**src/rtl/core/sha_pkg.sv**
```systemverilog
// ----------------------------------------------------------------------------
// sha_pkg
// shared types, round constants and initial hash values for the sha-256 engine
// ----------------------------------------------------------------------------
package sha_pkg;

    typedef logic [31:0] t_word;
    typedef logic [7:0][31:0] t_state;

    typedef struct packed {
        logic busy;
        logic done;
    } t_comp_stat;

    localparam t_state H_INIT = {
        32'h5BE0CD19, 32'h1F83D9AB, 32'h9B05688C, 32'h510E527F,
        32'hA54FF53A, 32'h3C6EF372, 32'hBB67AE85, 32'h6A09E667
    };

    localparam logic OP_ABSORB = 1'b0;
    localparam logic OP_FINISH = 1'b1;

    localparam logic [7:0] PAD_BYTE = 8'h80;
    localparam logic [2:0] LEN_BLK_HI = 3'b111;

    function automatic t_word sha_k(input logic [5:0] idx);
        t_word k;
        case (idx)
            6'd0: k = 32'h428A2F98;  6'd1: k = 32'h71374491;
            6'd2: k = 32'hB5C0FBCF;  6'd3: k = 32'hE9B5DBA5;
            6'd4: k = 32'h3956C25B;  6'd5: k = 32'h59F111F1;
            6'd6: k = 32'h923F82A4;  6'd7: k = 32'hAB1C5ED5;
            6'd8: k = 32'hD807AA98;  6'd9: k = 32'h12835B01;
            6'd10: k = 32'h243185BE; 6'd11: k = 32'h550C7DC3;
            6'd12: k = 32'h72BE5D74; 6'd13: k = 32'h80DEB1FE;
            6'd14: k = 32'h9BDC06A7; 6'd15: k = 32'hC19BF174;
            6'd16: k = 32'hE49B69C1; 6'd17: k = 32'hEFBE4786;
            6'd18: k = 32'h0FC19DC6; 6'd19: k = 32'h240CA1CC;
            6'd20: k = 32'h2DE92C6F; 6'd21: k = 32'h4A7484AA;
            6'd22: k = 32'h5CB0A9DC; 6'd23: k = 32'h76F988DA;
            6'd24: k = 32'h983E5152; 6'd25: k = 32'hA831C66D;
            6'd26: k = 32'hB00327C8; 6'd27: k = 32'hBF597FC7;
            6'd28: k = 32'hC6E00BF3; 6'd29: k = 32'hD5A79147;
            6'd30: k = 32'h06CA6351; 6'd31: k = 32'h14292967;
            6'd32: k = 32'h27B70A85; 6'd33: k = 32'h2E1B2138;
            6'd34: k = 32'h4D2C6DFC; 6'd35: k = 32'h53380D13;
            6'd36: k = 32'h650A7354; 6'd37: k = 32'h766A0ABB;
            6'd38: k = 32'h81C2C92E; 6'd39: k = 32'h92722C85;
            6'd40: k = 32'hA2BFE8A1; 6'd41: k = 32'hA81A664B;
            6'd42: k = 32'hC24B8B70; 6'd43: k = 32'hC76C51A3;
            6'd44: k = 32'hD192E819; 6'd45: k = 32'hD6990624;
            6'd46: k = 32'hF40E3585; 6'd47: k = 32'h106AA070;
            6'd48: k = 32'h19A4C116; 6'd49: k = 32'h1E376C08;
            6'd50: k = 32'h2748774C; 6'd51: k = 32'h34B0BCB5;
            6'd52: k = 32'h391C0CB3; 6'd53: k = 32'h4ED8AA4A;
            6'd54: k = 32'h5B9CCA4F; 6'd55: k = 32'h682E6FF3;
            6'd56: k = 32'h748F82EE; 6'd57: k = 32'h78A5636F;
            6'd58: k = 32'h84C87814; 6'd59: k = 32'h8CC70208;
            6'd60: k = 32'h90BEFFFA; 6'd61: k = 32'hA4506CEB;
            6'd62: k = 32'hBEF9A3F7; 6'd63: k = 32'hC67178F2;
            default: k = 32'h0;
        endcase
        return k;
    endfunction

    function automatic t_word ror(input t_word x, input int unsigned n);
        return (x >> n) | (x << (32 - n));
    endfunction

endpackage

```
**src/rtl/core/sha_comp.sv**
```systemverilog
// ----------------------------------------------------------------------------
// sha_comp
// iterative sha-256 round unit, one round per cycle
// ----------------------------------------------------------------------------
module sha_comp
    import sha_pkg::*;
(
    input  logic       i_clk,
    input  logic       i_rst_n,
    input  logic       i_start,
    input  t_state     i_chain,
    input  t_word      i_w,
    output t_state     o_v,
    output t_comp_stat o_stat
);

    t_state     r_v;
    t_state     n_v;
    logic [5:0] r_cnt;
    logic       r_busy;
    logic       r_done;

    t_word s0, s1, ch, maj, t1, t2;

    always_comb begin
        s1  = ror(r_v[4], 6) ^ ror(r_v[4], 11) ^ ror(r_v[4], 25);
        ch  = (r_v[4] & r_v[5]) ^ (~r_v[4] & r_v[6]);
        s0  = ror(r_v[0], 2) ^ ror(r_v[0], 13) ^ ror(r_v[0], 22);
        maj = (r_v[0] & r_v[1]) ^ (r_v[0] & r_v[2]) ^ (r_v[1] & r_v[2]);
        t1  = r_v[7] + s1 + ch + sha_k(r_cnt) + i_w;
        t2  = s0 + maj;
        n_v[7] = r_v[6];
        n_v[6] = r_v[5];
        n_v[5] = r_v[4];
        n_v[4] = r_v[3] + t1;
        n_v[3] = r_v[2];
        n_v[2] = r_v[1];
        n_v[1] = r_v[0];
        n_v[0] = t1 + t2;
    end

    always_ff @(posedge i_clk) begin
        if (!i_rst_n) begin
            r_busy <= 1'b0;
            r_done <= 1'b0;
            r_cnt  <= '0;
        end else begin
            r_done <= 1'b0;
            if (i_start) begin
                r_busy <= 1'b1;
                r_cnt  <= '0;
            end else if (r_busy) begin
                r_cnt <= r_cnt + 6'd1;
                if (r_cnt == 6'd63) begin
                    r_busy <= 1'b0;
                    r_done <= 1'b1;
                end
            end
        end
    end

    always_ff @(posedge i_clk) begin
        if (i_start) begin
            r_v <= i_chain;
        end else if (r_busy) begin
            r_v <= n_v;
        end
    end

    assign o_v         = r_v;
    assign o_stat.busy = r_busy;
    assign o_stat.done = r_done;

endmodule

```
**src/rtl/core/sha256_hash_engine_unit.sv**
```systemverilog
// ----------------------------------------------------------------------------
// sha256_hash_engine_unit
// byte-serial sha-256 hasher with padding and digest word output
// absorb: a beat that fills the block starts a compression in the round unit
// finish: one pad byte per cycle up to the block end, then a compression per block,
// then 8 output beats; the shared round unit does one round per cycle
// input is not ready while a block compresses, pads or the digest is output
// reset: synchronous active-low, chaining words to initial hash values
// ----------------------------------------------------------------------------
module sha256_hash_engine_unit
    import sha_pkg::*;
(
    input  logic        i_clk,
    input  logic        i_rst_n,
    input  logic        s_axis_tvalid,
    output logic        s_axis_tready,
    input  logic [7:0]  s_axis_tdata,   // [7:0] data_byte
    input  logic        s_axis_tuser,   // [0] operation
    output logic        m_axis_tvalid,
    input  logic        m_axis_tready,
    output logic [31:0] m_axis_tdata,   // [31:0] digest_word
    output logic        m_axis_tlast    // last_word
);

    typedef enum logic [3:0] {
        S_IDLE = 4'b0001,
        S_PAD  = 4'b0010,
        S_COMP = 4'b0100,
        S_OUT  = 4'b1000
    } t_fsm;

    t_fsm         r_state;
    t_state       r_h;
    logic [511:0] r_blk;
    logic [5:0]   r_fill;
    logic [63:0]  r_len;
    logic         r_fin;
    logic         r_first;
    logic         r_len_blk;
    logic [2:0]   r_ocnt;

    logic         in_beat;
    logic         out_beat;
    logic         shift_byte;
    logic [7:0]   byte_in;
    logic [7:0]   pad_byte;
    logic [63:0]  bits;
    logic [63:0]  len_sh;
    logic         start;
    t_word        w_new;
    t_word        w0, w1, w9, w14;
    t_state       v;
    t_comp_stat   stat;

    assign in_beat  = s_axis_tvalid && s_axis_tready;
    assign out_beat = m_axis_tvalid && m_axis_tready;

    assign s_axis_tready = (r_state == S_IDLE);
    assign m_axis_tvalid = (r_state == S_OUT);
    assign m_axis_tdata  = r_h[0];
    assign m_axis_tlast  = (r_ocnt == 3'd7);

    assign bits   = {r_len[60:0], 3'b000};
    assign len_sh = bits << {r_fill[2:0], 3'b000};

    always_comb begin
        if (r_first) begin
            pad_byte = PAD_BYTE;
        end else if (r_len_blk && (r_fill[5:3] == LEN_BLK_HI)) begin
            pad_byte = len_sh[63:56];
        end else begin
            pad_byte = 8'h00;
        end
    end

    assign shift_byte = (in_beat && (s_axis_tuser == OP_ABSORB)) || (r_state == S_PAD);
    assign byte_in    = (r_state == S_PAD) ? pad_byte : s_axis_tdata;
    assign start      = shift_byte && (r_fill == 6'd63);

    // schedule taps
    assign w0  = r_blk[511:480];
    assign w1  = r_blk[479:448];
    assign w9  = r_blk[223:192];
    assign w14 = r_blk[63:32];
    assign w_new = (ror(w14, 17) ^ ror(w14, 19) ^ (w14 >> 10)) + w9
                 + (ror(w1, 7) ^ ror(w1, 18) ^ (w1 >> 3)) + w0;

    sha_comp u_comp (
        .i_clk   (i_clk),
        .i_rst_n (i_rst_n),
        .i_start (start),
        .i_chain (r_h),
        .i_w     (w0),
        .o_v     (v),
        .o_stat  (stat)
    );

    always_ff @(posedge i_clk) begin
        if (shift_byte) begin
            r_blk <= {r_blk[503:0], byte_in};
        end else if (stat.busy) begin
            r_blk <= {r_blk[479:0], w_new};
        end
    end

    always_ff @(posedge i_clk) begin
        if (!i_rst_n) begin
            r_state   <= S_IDLE;
            r_h       <= H_INIT;
            r_fill    <= '0;
            r_len     <= '0;
            r_fin     <= 1'b0;
            r_first   <= 1'b0;
            r_len_blk <= 1'b0;
            r_ocnt    <= '0;
        end else begin
            if (shift_byte) begin
                r_fill <= r_fill + 6'd1;
            end
            case (r_state)
                S_IDLE: begin
                    if (in_beat) begin
                        if (s_axis_tuser == OP_FINISH) begin
                            r_fin   <= 1'b1;
                            r_first <= 1'b1;
                            r_state <= S_PAD;
                        end else begin
                            r_len <= r_len + 64'd1;
                            if (start) begin
                                r_state <= S_COMP;
                            end
                        end
                    end
                end
                S_PAD: begin
                    r_first <= 1'b0;
                    if (r_first) begin
                        r_len_blk <= (r_fill[5:3] != LEN_BLK_HI);
                    end
                    if (start) begin
                        r_state <= S_COMP;
                    end
                end
                S_COMP: begin
                    if (stat.done) begin
                        for (int i = 0; i < 8; i++) begin
                            r_h[i] <= r_h[i] + v[i];
                        end
                        if (!r_fin) begin
                            r_state <= S_IDLE;
                        end else if (r_len_blk) begin
                            r_ocnt  <= '0;
                            r_state <= S_OUT;
                        end else begin
                            r_len_blk <= 1'b1;
                            r_state   <= S_PAD;
                        end
                    end
                end
                S_OUT: begin
                    if (out_beat) begin
                        r_ocnt <= r_ocnt + 3'd1;
                        if (r_ocnt == 3'd7) begin
                            r_h       <= H_INIT;
                            r_len     <= '0;
                            r_fin     <= 1'b0;
                            r_len_blk <= 1'b0;
                            r_state   <= S_IDLE;
                        end else begin
                            for (int i = 0; i < 7; i++) begin
                                r_h[i] <= r_h[i+1];
                            end
                            r_h[7] <= r_h[0];
                        end
                    end
                end
                default: begin
                    r_state <= S_IDLE;
                end
            endcase
        end
    end

endmodule

```
**config.mk**
```make
export PLATFORM = sky130hd
export DESIGN_NAME = sha256_hash_engine_unit
export DESIGN_NICKNAME = d
export VERILOG_FILES = /design/src/rtl/core/sha_pkg.sv /design/src/rtl/core/sha_comp.sv /design/src/rtl/core/sha256_hash_engine_unit.sv
export SDC_FILE = /design/constraint.sdc
export NUM_CORES = 2
export LEC_CHECK = 0
export BUFFER_PORTS_ARGS = -buffer_cell sky130_fd_sc_hd__buf_4
export CAP_MARGIN = 20
export CORE_MARGIN = 2
export CORE_UTILIZATION = 55
export DETAILED_ROUTE_END_ITERATION = 7
export PLACE_DENSITY = 0.81
export SYNTH_ARGS = -nofsm -noshare
export SYNTH_HDL_FRONTEND = slang
export SYNTH_SLANG_ARGS = --single-unit
```
**constraint.sdc**
```tcl
create_clock -name i_clk -period 15.1 [get_ports i_clk]
set_input_delay 1.51 -clock i_clk [delete_from_list [all_inputs] [get_ports i_clk]]
set_output_delay 1.51 -clock i_clk [all_outputs]
set_load 0.01 [all_outputs]
```
# Word-level counts from Yosys, hierarchy flattened
# Memory sizes are Yosys's and may differ from the RTL's. A register that Yosys moved wholly into a read port is not among the register bits.
# Index checks and enable logic that the tools add are counted.
dict set report totals {
  ff_bits 1112
  mem_bits_ro 2048
  inputBits 13
  out_inout_bits 35
  wordCells 166
  memories 1
}
dict set report classes {
  n_addsub 22
  n_eq_ne 18
  n_shift 1
  n_mux 46
  n_bitwise 30
  n_reduce_logical 21
}
# name depth word_bits rd rd_clocked_by_memory_dff wr line_no
set memory_table {}
lappend memory_table {{(name not given)} 64 32 1 1 0 sha_pkg.sv:28} ;# case (idx)
# operator count
set ops {}
lappend ops {{$mux W256} 5}
lappend ops {{$mux W512} 2}
lappend ops {{$add A32 B32 Y32} 18}
lappend ops {{$pmux W256 S2} 1}
lappend ops {{$xor A32 B32 Y32} 9}
lappend ops {{$mux W64} 4}
lappend ops {{$and A32 B32 Y32} 5}
lappend ops {{$pmux W64 S2} 1}
lappend ops {{$add A64 B1 Y64 const B} 1}
lappend ops {{$shl A64 B6 Y64} 1}
lappend ops {{$mux W4} 8}
lappend ops {{$not A32 Y32} 1}
lappend ops {{$or A10 B32 Y32} 1}
lappend ops {{$or A13 B32 Y32} 1}
lappend ops {{$or A14 B32 Y32} 1}
lappend ops {{$or A15 B32 Y32} 1}
lappend ops {{$or A19 B32 Y32} 1}
lappend ops {{$or A21 B32 Y32} 1}
lappend ops {{$or A25 B32 Y32} 1}
lappend ops {{$or A26 B32 Y32} 1}
lappend ops {{$or A30 B32 Y32} 1}
lappend ops {{$or A7 B32 Y32} 1}
lappend ops {{$xor A32 B22 Y32} 1}
lappend ops {{$xor A32 B29 Y32} 1}
lappend ops {{other kinds (30)} 70}

# Longest topological paths before layout
dict set report logic_depth {
  depth_word 10
  depth_mapped 33
  ltp_nobuf 32
}

# Modules after synthesis
# A second synthesis with hierarchy kept.
dict set report unflattened {
  cells_unflattened 8541
  hier_area_um2 77215.3
}
# mod n_inst cells_per_inst area_per_inst_um2 seq_area_each_um2
set by_module_without_submodules {}
lappend by_module_without_submodules {sha256_hash_engine_unit 1 6130 53073.4 22041.1}
lappend by_module_without_submodules {sha_comp 1 2411 24141.9 8488.1}

# Worst setup path after synthesis
# No wires, ideal clock.
dict set report synth_timing {
  path_kind {input-to-reg}
  startpoint {in s_axis_tvalid}
  endpoint {reg r_blk[0], enable pin}
  arrival_ns 11.016
  t_required_ns 11.449
  slack_ns 0.433
  cell_stages 6
  path_buffers 3
  cell_sequence {nor4bb_1 o21ai_1 clkbuf_1 clkbuf_1 clkbuf_1 nand2_1}
}
dict set report synth_between {
  elab_chain_cells 4
}
# item line_no
set synth_lines {}
lappend synth_lines {{from (decl)} sha256_hash_engine_unit.sv:15} ;# input logic s_axis_tvalid,
lappend synth_lines {{$logic_and A1 B1 Y1} sha256_hash_engine_unit.sv:55} ;# assign in_beat = s_axis_tvalid && s_axis_tready;
lappend synth_lines {{$logic_and A1 B1 Y1} sha256_hash_engine_unit.sv:76} ;# assign shift_byte = (in_beat && (s_axis_tuser == OP_ABSORB)) || (r_state == S_PAD);
lappend synth_lines {{$logic_or A1 B1 Y1} sha256_hash_engine_unit.sv:76}
lappend synth_lines {{$reduce_bool A2 Y1 (no line)} -}
lappend synth_lines {{to (signal assigned)} sha256_hash_engine_unit.sv:100} ;# r_blk <= {r_blk[503:0], byte_in};
lappend synth_lines {{to (signal assigned)} sha256_hash_engine_unit.sv:102} ;# r_blk <= {r_blk[479:0], w_new};
lappend synth_lines {{to (decl)} sha256_hash_engine_unit.sv:34} ;# logic [511:0] r_blk;
# No other way between the ends.
# A chain may end at the register's enable or synchronous reset.

# Worst setup path in the final report
dict set report layout_timing {
  startpoint {reg u_comp.r_v (netlist bit u_comp.o_v[130])}
  endpoint {reg u_comp.r_v (netlist bit u_comp.o_v[31]) (data pin)}
}
dict set report layout_between {
  elab_chain_cells 10
}
# item line_no
set layout_lines {}
lappend layout_lines {{from (decl)} sha_comp.sv:17} ;# t_state r_v;
lappend layout_lines {{from (signal assigned)} sha_comp.sv:64} ;# r_v <= i_chain;
lappend layout_lines {{from (signal assigned)} sha_comp.sv:66} ;# r_v <= n_v;
lappend layout_lines {{$or A21 B32 Y32 / $or A26 B32 Y32 (equally long branches)} sha_pkg.sv:67} ;# return (x >> n) | (x << (32 - n));
lappend layout_lines {{$xor A32 B32 Y32 (2 in series)} sha_comp.sv:26} ;# s1 = ror(r_v[4], 6) ^ ror(r_v[4], 11) ^ ror(r_v[4], 25);
lappend layout_lines {{$add A32 B32 Y32} sha_comp.sv:30} ;# t1 = r_v[7] + s1 + ch + sha_k(r_cnt) + i_w;
lappend layout_lines {{$add A32 B32 Y32 (*) (3 in series)} sha_comp.sv:30}
lappend layout_lines {{$add A32 B32 Y32 (*)} sha_comp.sv:39} ;# n_v[0] = t1 + t2;
lappend layout_lines {{$mux W256 (*)} sha_comp.sv:65} ;# end else if (r_busy) begin
lappend layout_lines {{$mux W256 (*)} sha_comp.sv:63} ;# if (i_start) begin
# Mark *: on every way between the ends. The rest lies on a longest branch, timed or not. The select of a mux whose other input is x is not followed.

==> metrics.cfg <==
[timing]
timing.final.hold_violations = 0
setup_violations = 0
rsz0062_at_grt = false
fin_skew_ns = 0.0666
max_clock_freq_mhz = 120
slew_headroom = 0.116
setup_total_negative_slack_ns = 0
timing_worst_slew_pin_value_ns = 1.33
slew_violations = 0
final_min_period_over_clock_period = 0.553
post-route-min-period_ns = 8.35

[status]
status = finished, final reports clean

[cells_and_area]
num_antenna_cells = 0
multi_input_comb_area_mm2 = 0.0419
ff_latch_area_mm2 = 0.0305
area_delta_synth_final_pct = 7.03
final_nets = 9162
filler_cells = 11400
layout-drive-gt1-share = 0.0444

[global_route]
global_route_wire_length_before_repair_um = 364000
antenna_found_initial = 6
grt.overflow.total = 0
first_global_vias = 61800
grt_max_degree = 237
gr-usage-all-layers = 0.331

[placed_design]
portBuffers = 47
gp_routability_congestion = 1.05
dp_hpwl_um = 167000

[clocking]
clock_tree.buffer_depth = 3
cts.clk_slew.worst_paths_ns = 0.07
clock_tree_root_buffer_cell = clkbuf_16
post_cts_buffers = 0
cts_tree = yes
cts.sinks = 1141
clock_insertion_delay_worst_skew_ns = 0.79
cts_hold_repair.buffers = 0
numCtsBuffers = 120
h-tree-depth = 3
post_cts_resize_count = 0

[pwr]
p_int_mw = 7.13
comb_power_share = 0.363
total_power_mw = 11.2
total_leakage_power_nw = 34.3
seq_power_share = 0.355
clock_power_share = 0.282
power.share.switching = 0.362
powerDensity_mw_per_mm2 = 137
net-switching-power_mw = 4.04
vdd.ir_drop.worst_v = 0.000156

[floorplanning]
die-width_um = 377
die_area_mm2 = 0.142
design.portCount = 48
start_util = 0.555
dieHeight_um = 377
core-area_mm2 = 0.138
placementRows = 136

[yosys]
leading_cell_types_by_count_after_synthesis = nand2_1 (2319), edfxtp_1 (768), o21ai_0 (583), a21oi_1 (505), clkbuf_1 (496)
number_of_instances_in_the_synthesized_netlist = 8879
synth.cell_area_mm2 = 0.0763
synth_top_area_share = 0.302
synth_area_leader_cell = edfxtp_1
ys.warnings.count = 0
synth-seq-area-share = 0.400
synth_fp_nets = 9480
synth-edff-count = 768
flip_flop_and_latch_count_after_synthesis = 1141
ys_dominant_reg_cell = edfxtp_1
async_flop_share = 0
synthTopCellsByArea = edfxtp_1 (30%), nand2_1 (11%), dfxtp_1 (9.8%)
post-synth-top-count-cell = nand2_1
synth_cell_type_count = 86
post_synth.cell_area_avg_um2 = 8.60

[worst_setup_path]
start_kind = register
worst_setup_path_startpoint = u_comp.o_v[130]$_DFFE_PP_
timing.critical_path.fanout_max = 6
worst_r2r_endpoint = u_comp.o_v[31]$_DFFE_PP_
slowest_library_cell_on_the_worst_path = a2111oi_0
timing.reg2reg.worst_path_depth = 28
crit_type = reg -> reg
critPathMostFrequentCell = inv_1
worst_setup_path_end_kind = register
timing.critical_path.arrival_ns = 8.98
r2r_setup_slack_ns = 6.75
critical_path.reg2reg.startpoint = u_comp.o_v[130]$_DFFE_PP_
worstPathRequired_ns = 15.72
max_stage_delay_ns = 1.11

[drt]
detailedRoute.firstIterationViolations = 9389
vias_per_cell = 6.29
vias = 65800
drt_drc_violations_left = 0
drt_first_pass_iters = 7
route.antenna.remaining_nets = 0
wl_per_cell_um = 22.9
route.final.wire_length_um = 239000

[worst_hold_path]
hold_end = r_ocnt[1]$_SDFFE_PN0P_
min_from = r_ocnt[1]$_SDFFE_PN0P_
tightest_hold_check_type = reg -> reg
whs_path_depth = 2

[run]
cap_viol_max_count = 0

-- state kept, by name, indices dropped and copies added (netlist names), 3 cells and up, named ones only --
signal / count
r_ocnt: 3
r_state: 4
r_fill: 6
m_axis_tdata: 32
r_blk: 512
u_comp.o_v: 256
u_comp.r_cnt: 6
r_h: 224
r_len: 61
-- critical path, delay by kind of cell (launching register included) --
kind                     cells  cell delay [ns]
flip-flops                   1             0.56
adder cells (fa/ha/maj)      6             2.54
buffers and inverters        5             0.30
AO/OA/AOI/OAI               12             3.69
AND/OR/NAND/NOR              3             0.69
multiplexers                 1             0.20
XOR/XNOR                     1             0.21
-- layer usage --
| metal | vias up | global-route usage | share of wire |
|---|---|---|---|
| met3 | 583 | 0.0693 | 0.13 |
| met1 | 31200 | 0.465 | 0.40 |
| met5 | - | 0 | 0.00014 |
| met4 | 6 | 0.145 | 0.048 |
| met2 | 3995 | 0.492 | 0.43 |
| li1 | 30000 | - | - |
-- worst max-delay path by stage --
stage / endpoint / slack (ns) / cells after the start
2_1_floorplan: r_blk[0]$_DFFE_PP_ / 0.43 / 6
3_3_place_gp: u_comp.o_v[31]$_DFFE_PP_ / 6.99 / 32
3_5_place_dp: u_comp.o_v[31]$_DFFE_PP_ / 6.96 / 32
4_1_cts: u_comp.o_v[31]$_DFFE_PP_ / 6.91 / 32
5_1_grt: u_comp.o_v[31]$_DFFE_PP_ / 6.22 / 32
6_report: u_comp.o_v[31]$_DFFE_PP_ / 6.75 / 28
-- area by class of cell --
type	instances	area share
multi-input combinational	6686	0.512
clock buffer	153	0.0400
tap	1794	0.0275
sequential	1141	0.374
timing repair buffer	120	0.0129
inverter	492	0.0227
clock inverter	76	0.0110
-- power by group through the flow --
stage                     logic, mW  clock network (mW)  registers (mW)
after floorplan                2.91                   0            4.00
after global routing           4.46                3.28            3.98
after CTS                      3.92                3.16            3.96
final                          4.06                3.15            3.96
after detailed placement       3.86                   0            4.02
after global placement         3.81                   0            4.01
-- per-stage QoR --
step           instances  hold WS (ns)   util  setup WS [ns]  area [µm²]
2_1_floorplan       8879         0.450      -          0.433       76300
3_3_place_gp       10200         0.458  0.562           6.99       77400
3_5_place_dp       10200         0.470  0.562           6.96       77400
4_1_cts            10500         0.481  0.593           6.91       81600
5_1_grt            10500         0.515  0.594           6.22       81700
6_report           10500         0.482  0.594           6.75       81700
-- cells by family after synthesis --
family / after synthesis / synth area share
multiplexers: 70 / 0.0115
adder cells (fa/ha/maj): 592 / 0.116
AND/OR/NAND/NOR: 3448 / 0.187
flip-flops: 1141 / 0.400
XOR/XNOR: 609 / 0.0699
buffers and inverters: 1052 / 0.0534
AO/OA/AOI/OAI: 1967 / 0.162
-- cell usage in the layout (no fill, tap or decap), types with 58 or more instances in the layout --
cell	n
o21ai_0	583
xor2_1	251
a21oi_1	505
inv_1	486
ha_1	392
clkbuf_16	122
nand3_1	151
dfxtp_1	373
edfxtp_1	768
a221oi_1	74
buf_4	107
nand2_1	2315
o311ai_0	68
nor3_1	149
a21o_1	193
xnor2_1	356
a211oi_1	60
nor2_1	486
fa_1	195
nor2b_1	58
No activity file was read; power rests on OpenSTA's default activity.
